**src/kvt_pkg.sv**
```systemverilog
// Shared types, codes and helper functions for the key/value table.
`default_nettype none

package kvt_pkg;

   // Default sizing of the table
   localparam int DEPTH_DEF     = 128;
   localparam int KEY_CHARS_DEF = 8;

   // Fixed field widths of the request and response channels
   localparam int OP_W      = 2;
   localparam int WORD_W    = 64;
   localparam int STATUS_W  = 2;
   localparam int IDX_OUT_W = 7;
   localparam int CNT_OUT_W = 8;
   localparam int WORD_CHARS = WORD_W / 8;

   // One table entry is a key and a value side by side
   localparam int ENTRY_W = 2 * WORD_W;

   typedef enum logic [OP_W-1:0] {
      OP_CLEAR  = 2'd0,
      OP_INSERT = 2'd1,
      OP_DELETE = 2'd2,
      OP_LOOKUP = 2'd3
   } op_type;

   typedef enum logic [STATUS_W-1:0] {
      STAT_OK   = 2'd0,
      STAT_MISS = 2'd1,
      STAT_FULL = 2'd2
   } status_type;

   typedef enum logic [2:0] {
      ST_IDLE,
      ST_DECODE,
      ST_SCAN,
      ST_MOVE_RD,
      ST_MOVE_WR,
      ST_APPEND,
      ST_FINISH
   } state_type;

   // Commands from the controller to the datapath
   typedef struct packed {
      logic load_req;    // capture the request and clear the result
      logic clear_count; // empty the table
      logic scan_start;  // restart the search at slot zero
      logic scan_step;   // issue the next search read
      logic hit;         // remember the matched slot
      logic found;       // return the matched slot and its value
      logic set_miss;    // report key not found
      logic set_full;    // report table full
      logic move_rd;     // shrink the count and read the last entry
      logic move_wr;     // copy the last entry into the matched slot
      logic append;      // write the pair at the end and grow the count
      logic load_rsp;    // hand the result to the response register
   } cmd_type;

   // Status from the datapath to the controller
   typedef struct packed {
      op_type op;
      logic   match;     // the entry under compare holds the key
      logic   exhausted; // every used entry has been compared
      logic   full;      // every slot is in use
      logic   out_free;  // the response register can take a result
   } sts_type;

   // Keep at most nchars characters and stop at the first zero byte
   function automatic logic [WORD_W-1:0] canon(input logic [WORD_W-1:0] s,
                                               input int nchars);
      logic [WORD_W-1:0] r;
      logic              alive;
      r     = '0;
      alive = 1'b1;
      for (int i = 0; i < WORD_CHARS; i++) begin
         if (i >= nchars || s[8*i +: 8] == 8'h00) begin
            alive = 1'b0;
         end
         if (alive) begin
            r[8*i +: 8] = s[8*i +: 8];
         end
      end
      return r;
   endfunction

endpackage

`default_nettype wire

```
**src/kvt_ctrl.sv**
```systemverilog
// Controller state machine that sequences search, move and append steps.
`default_nettype none

module kvt_ctrl
   import kvt_pkg::*;
(
   input  wire logic    clock,
   input  wire logic    reset,
   input  wire logic    req_valid,
   output logic         req_stall,
   input  wire sts_type sts,
   output cmd_type      cmd
);

   state_type state_ff;
   state_type state_in;

   // State register
   always_ff @(posedge clock) begin
      if (reset) begin
         state_ff <= ST_IDLE;
      end else begin
         state_ff <= state_in;
      end
   end

   // Next state and commands
   always_comb begin
      state_in  = state_ff;
      cmd       = '0;
      req_stall = 1'b1;
      case (state_ff)
         ST_IDLE: begin
            req_stall = 1'b0;
            if (req_valid) begin
               cmd.load_req = 1'b1;
               state_in     = ST_DECODE;
            end
         end
         ST_DECODE: begin
            if (sts.op == OP_CLEAR) begin
               cmd.clear_count = 1'b1;
               state_in        = ST_FINISH;
            end else begin
               cmd.scan_start = 1'b1;
               state_in       = ST_SCAN;
            end
         end
         ST_SCAN: begin
            if (sts.match) begin
               cmd.hit = 1'b1;
               if (sts.op == OP_LOOKUP) begin
                  cmd.found = 1'b1;
                  state_in  = ST_FINISH;
               end else begin
                  state_in = ST_MOVE_RD;
               end
            end else if (sts.exhausted) begin
               if (sts.op == OP_INSERT) begin
                  if (sts.full) begin
                     cmd.set_full = 1'b1;
                     state_in     = ST_FINISH;
                  end else begin
                     state_in = ST_APPEND;
                  end
               end else begin
                  cmd.set_miss = 1'b1;
                  state_in     = ST_FINISH;
               end
            end else begin
               cmd.scan_step = 1'b1;
            end
         end
         ST_MOVE_RD: begin
            cmd.move_rd = 1'b1;
            state_in    = ST_MOVE_WR;
         end
         ST_MOVE_WR: begin
            cmd.move_wr = 1'b1;
            if (sts.op == OP_INSERT) begin
               state_in = ST_APPEND;
            end else begin
               state_in = ST_FINISH;
            end
         end
         ST_APPEND: begin
            cmd.append = 1'b1;
            state_in   = ST_FINISH;
         end
         ST_FINISH: begin
            if (sts.out_free) begin
               cmd.load_rsp = 1'b1;
               state_in     = ST_IDLE;
            end
         end
         default: begin
            state_in = ST_IDLE;
         end
      endcase
   end

endmodule

`default_nettype wire

```
**config.mk**
```make
export PLATFORM = sky130hd
export DESIGN_NAME = kvt_ctrl
export DESIGN_NICKNAME = d
export VERILOG_FILES = /design/src/kvt_pkg.sv /design/src/kvt_ctrl.sv
export SDC_FILE = /design/constraint.sdc
export NUM_CORES = 1
export LEC_CHECK = 0
export BUFFER_PORTS_ARGS = -buffer_cell sky130_fd_sc_hd__buf_2
export CORE_AREA = 2 2 39 41
export CTS_CLUSTER_DIAMETER = 150
export DETAILED_ROUTE_END_ITERATION = 6
export DIE_AREA = 0 0 41 43
export GPL_TIMING_DRIVEN = 0
export MAX_ROUTING_LAYER = met4
export PLACE_DENSITY = 0.66
export SETUP_SLACK_MARGIN = 0.3
export SLEW_MARGIN = 20
export SYNTH_ARGS = -nofsm -noshare
export SYNTH_HDL_FRONTEND = slang
export SYNTH_SLANG_ARGS = --single-unit
```
**constraint.sdc**
```tcl
create_clock -name clock -period 1.53 [get_ports clock]
set_input_delay 0.459 -clock clock [delete_from_list [all_inputs] [get_ports clock]]
set_output_delay 0.459 -clock clock [all_outputs]
set_load 0.01 [all_outputs]
```
---- Word-level counts from Yosys, hierarchy flattened ----
Cells that the tools add are included.
cells by class
  eq/ne operators ......................... 11
  multiplexer cells ....................... 31
  reductions and logical operators ........ 3
operator list
  operator                                                          count
  3-bit case mux with 7 select lines                                1
  3-bit 2-to-1 mux                                                  6
  1-bit 2-to-1 mux                                                  16
  2-bit 2-to-1 mux                                                  7
  3-bit == test (second input constant)                             3
  3-bit by 2-bit == test with 1-bit output (second input constant)  2
  5-bit 2-to-1 mux                                                  1
  2-bit inequality test (second input constant)                     2
  3-bit by 1-bit == test with 1-bit output (second input constant)  1
  3-bit zero test                                                   1
  3-bit inequality test (second input constant)                     1
  3-bit AND reduction                                               1
  2-bit by 1-bit == test with 1-bit output (second input constant)  1
  2-bit == test (second input constant)                             1
  2-bit zero test                                                   1
word-level totals
  register bits after elaboration ......... 3
  logic and storage cells ................. 46
  bits of input ports ..................... 9
  output and inout bits ................... 13

---- Logic depth before layout (Yosys ltp) ----
  depth after elaboration ................. 5
  mapped depth ............................ 4
  mapped depth without buffers ............ 3

---- Worst setup path before layout ----
OpenSTA, ideal clock, no wires.
  kind .................................... register to output
  start point ............................. reg state_ff[2]
  end point ............................... out cmd[11] in the netlist's numbering
  path buffers ............................ 1
  stages on the path, launching flop included .. 4
  required time ........................... 1.071 ns
  arrival ................................. 1.136 ns
  setup slack ............................. -0.065 ns
  cells stage by stage .................... dfxtp_1 clkbuf_1 or3_1 nor2_1
RTL lines
  item                      RTL line        text
  start: declaration        kvt_ctrl.sv:15  state_type state_ff;
  start signal: assignment  kvt_ctrl.sv:23  state_ff <= state_in;
  end: declaration          kvt_ctrl.sv:12  output cmd_type cmd

==> qor.csv <==
stage;metric;value;unit
status;run status;finished, violations left;
status;violated checks;negative setup slack;
layout;Multi-input gate area;363;sq um
synth;Netlist cell types;28;
synth;syn_nets;61;
grt;GRT Residual Overflow;0;
critical_path;longest individual stage delay on the worst path;0.40;ns
routing;number of DRC violations after detailed routing;0;
critical_path;Worst R2R Start;state_ff[2];
grt;number of global-route vias before repair;448;
die;count of boundary I/O pins;22;
critical_path;CP startpoint;state_ff[1];
clocking;Longest Clk Path Bufs;2;
synth;post-synthesis sequential area ratio;16.1;%
grt;first-pass GRT wire length;1.87;mm
synth;flip-flop and latch count after synthesis;3;
sta;crit path setup slack, layout;-0.229;ns
sta;Final setup viols;13;
clocking;Max H-tree Level;1;
routing;WL final;1.19;mm
layout;number of antenna repair diodes;0;
placed_design;placed inst area;578;sq um
sta;setup tns final;-1.85;ns
die;row count;14;
sta;Final Hold Vio Count;0;
layout;fill cell count;123;
sta;final slew viol count;0;
sta;worst hold-check slack;0.534;ns
die;die width;41;um
worst_hold_path;Tightest Hold Check Type;primary input to register;
layout;utilization after layout;58.4;%
routing;WL/cell;10.9;um
layout;layout-stage area growth over the synthesis result;116;%
critical_path;type of the worst setup path;register to primary output;
clocking;total number of clock tree sinks;3;
sta;FMAX;0.568;GHz
routing;total number of vias;544;
die;y dimension of the die;43;um
placed_design;Port Buf Inserts;21;
synth;number of cells produced by synthesis;52;
pwr;Worst IR Drop VDD;1090;uV
clocking;CTS Root Buffer Type;sky130_fd_sc_hd__clkbuf_4;
critical_path;Startpoint Class;register;
grt;global-route usage over all layers;16.3;%
pwr;LEAKAGE;0.381;nW
routing;iteration count of the initial detailed-routing pass;4;
clocking;TritonCTS clock tree;yes;
critical_path;slowest CP cell;sky130_fd_sc_hd__or3_4;
routing;violation count after the first detailed-route iteration;6;
layout;largest register by flop count;state_ff;
layout;share of cells above drive strength 1;67.7;%
synth;warnings from Yosys;0;
critical_path;critical path, cell by cell;buf_6 > or3_4 > nor2_4 > buf_6;
clocking;total clock buffers created by CTS;3;
routing;residual antenna-violating net count after detailed routing;0;
sta;unrepaired setup endpoints after global routing;true;
sta;min cycle time layout;1.76;ns
sta;relative max-transition margin;81.9;%
routing;Vias per Instance;4.99;
synth;mean cell area of the mapped netlist;7.19;sq um
grt;maximum number of pins on one net before global-route repair;11;
layout;max FFs per register;3;
critical_path;cell repeated most along the worst path;sky130_fd_sc_hd__buf_6;
placed_design;routability-driven placement congestion ratio;0.815;
sta;clk_skew;0.0000706;ns
placed_design;HPWL after DPL;744;um
layout;registers with the most flip-flops;state_ff (3);
layout;sequential cell area in the final layout;71.3;sq um
pwr;power density normalized to cell area;1790;nW/um^2
critical_path;arrival time at the worst endpoint;1.30;ns
clocking;clock input transition at the sequential cells of the worst setup and hold paths;0.04;ns
clocking;number of hold buffers added after cts;0;
die;area of the core region;1380;sq um
die;initial core utilization;27.0;%
sta;portion of the clock cycle consumed by the worst path in the final layout;115;%
sta;slew of the pin with the lowest slew margin;0.269;ns
layout;post-layout net count;103;
die;die area;1760;sq um
critical_path;worst endpoint required time;1.07;ns
critical_path;crit-path max FO;8;
clocking;later-pin clock latency in the skew report;0.23;ns
worst_hold_path;start point of the worst min-delay path;reset;
grt;antenna violations before repair;0;
critical_path;Critical Path End Type;primary output;
synth;netlist area before placement;374;sq um
layout;Design Area, Final;808;sq um
job;count of max-cap constraint violations;0;
## metal layers
layer	up-vias	routed length, um	part of all wire, %	track usage [%]
met4	0	34	2.8	12.0
met5	-	0	0	-
li1	271	-	-	-
met1	249	531	45	22.8
met3	4	64	5.4	1.57
met2	20	564	47	20.9
## repair_timing
action / CTS / global route
buffers inserted: 11 / 5
pin swaps: 7 / 10
gates cloned: 0 / 0
gates resized for setup: 15 / 8
setup endpoints to repair: 15 / 16
## power breakdown
part | total [mW] | internal [mW] | switching, mW
clock | 0.140 | 0.0978 | 0.0421
combinational | 1.11 | 0.669 | 0.445
sequential | 0.194 | 0.140 | 0.0539
total | 1.45 | 0.907 | 0.541
## per-stage QoR
stage | worst slack, ns | power [mW] | std cells
2_1_floorplan | 0.0623 | 0.717 | 52
3_3_place_gp | -0.127 | 0.883 | 89
3_5_place_dp | -0.130 | 0.887 | 89
5_1_grt | -0.289 | 1.55 | 109
4_1_cts | -0.217 | 1.28 | 104
6_report | -0.229 | 1.45 | 109
## kinds of logic after synthesis
family / synth area share, %
and+or+nand+nor: 50.5
AOI/OAI and AO/OA: 25.4
buffers and inverters: 8.03
DFF: 16.1
## cell usage after synthesis
cell type	number	area share [%]
sky130_fd_sc_hd__nor3b_1	3	6.0
sky130_fd_sc_hd__or4b_1	1	2.7
sky130_fd_sc_hd__or3_1	1	1.7
sky130_fd_sc_hd__nor2_1	5	5.0
sky130_fd_sc_hd__and2_1	2	3.3
sky130_fd_sc_hd__a21o_1	1	2.0
sky130_fd_sc_hd__buf_6	1	3.0
sky130_fd_sc_hd__dfxtp_1	3	16
sky130_fd_sc_hd__nor2b_1	5	8.4
sky130_fd_sc_hd__o21bai_1	2	4.0
sky130_fd_sc_hd__nand3b_1	2	4.0
sky130_fd_sc_hd__inv_1	3	3.0
sky130_fd_sc_hd__a2111o_1	1	3.0
sky130_fd_sc_hd__a211oi_1	1	2.0
sky130_fd_sc_hd__o21ai_1	1	1.3
sky130_fd_sc_hd__o21ai_0	2	2.7
sky130_fd_sc_hd__nor3_1	4	5.4
sky130_fd_sc_hd__clkbuf_1	2	2.0
sky130_fd_sc_hd__nor4b_1	1	2.3
sky130_fd_sc_hd__nand2_1	3	3.0
sky130_fd_sc_hd__nor4_1	1	1.7
sky130_fd_sc_hd__and3_1	1	1.7
sky130_fd_sc_hd__a21boi_0	1	2.0
sky130_fd_sc_hd__a221oi_2	1	4.0
sky130_fd_sc_hd__o31ai_1	1	2.0
sky130_fd_sc_hd__or2b_1	1	2.0
sky130_fd_sc_hd__nor3b_2	1	3.3
sky130_fd_sc_hd__a2bb2oi_1	1	2.3
## layout make-up
type	count	area share [%]
Timing Repair Buffer	37	34.2
Clock buffer	4	3.25
Buffer	3	4.95
Inverter	3	1.39
Multi-Input combinational cell	43	44.9
Tap cell	16	2.48
Sequential cell	3	8.82
## worst max-delay path, delay by kind of cell, from the launching register on
kind                   cells  cell delay, ns
buffers and inverters      2            0.23
flip-flops                 1            0.34
AND/OR/NAND/NOR            2            0.49
## path summary, 6_finish.rpt
| kind | cells after the start | end | slack (ns) |
|---|---|---|---|
| worst max register to register | 7 | state_ff[1] | 0.27 |
| worst min-delay path | 3 | state_ff[2] | 0.53 |
| worst min register to register | 4 | state_ff[2] | 0.71 |
| worst max-delay path | 4 | cmd[11] | -0.23 |
## placed cells by master (no fill, tap or decap), drive strengths merged
cell type and instances:
nor4 1, a2111o 1, and3 1, inv 3, a2bb2oi 1, or3 1, nor2b 5, a211oi 1
buf 38, nor4b 1, nor3b 4, a221oi 1, clkbuf 6, o31ai 1, or4b 1, o21bai 2
or2b 1, a21boi 1, and2 2, o21ai 3, nor2 5, nand3b 2, nor3 4, a21o 1
dfxtp 3, nand2 3
Power figures use the tool's default switching activity.
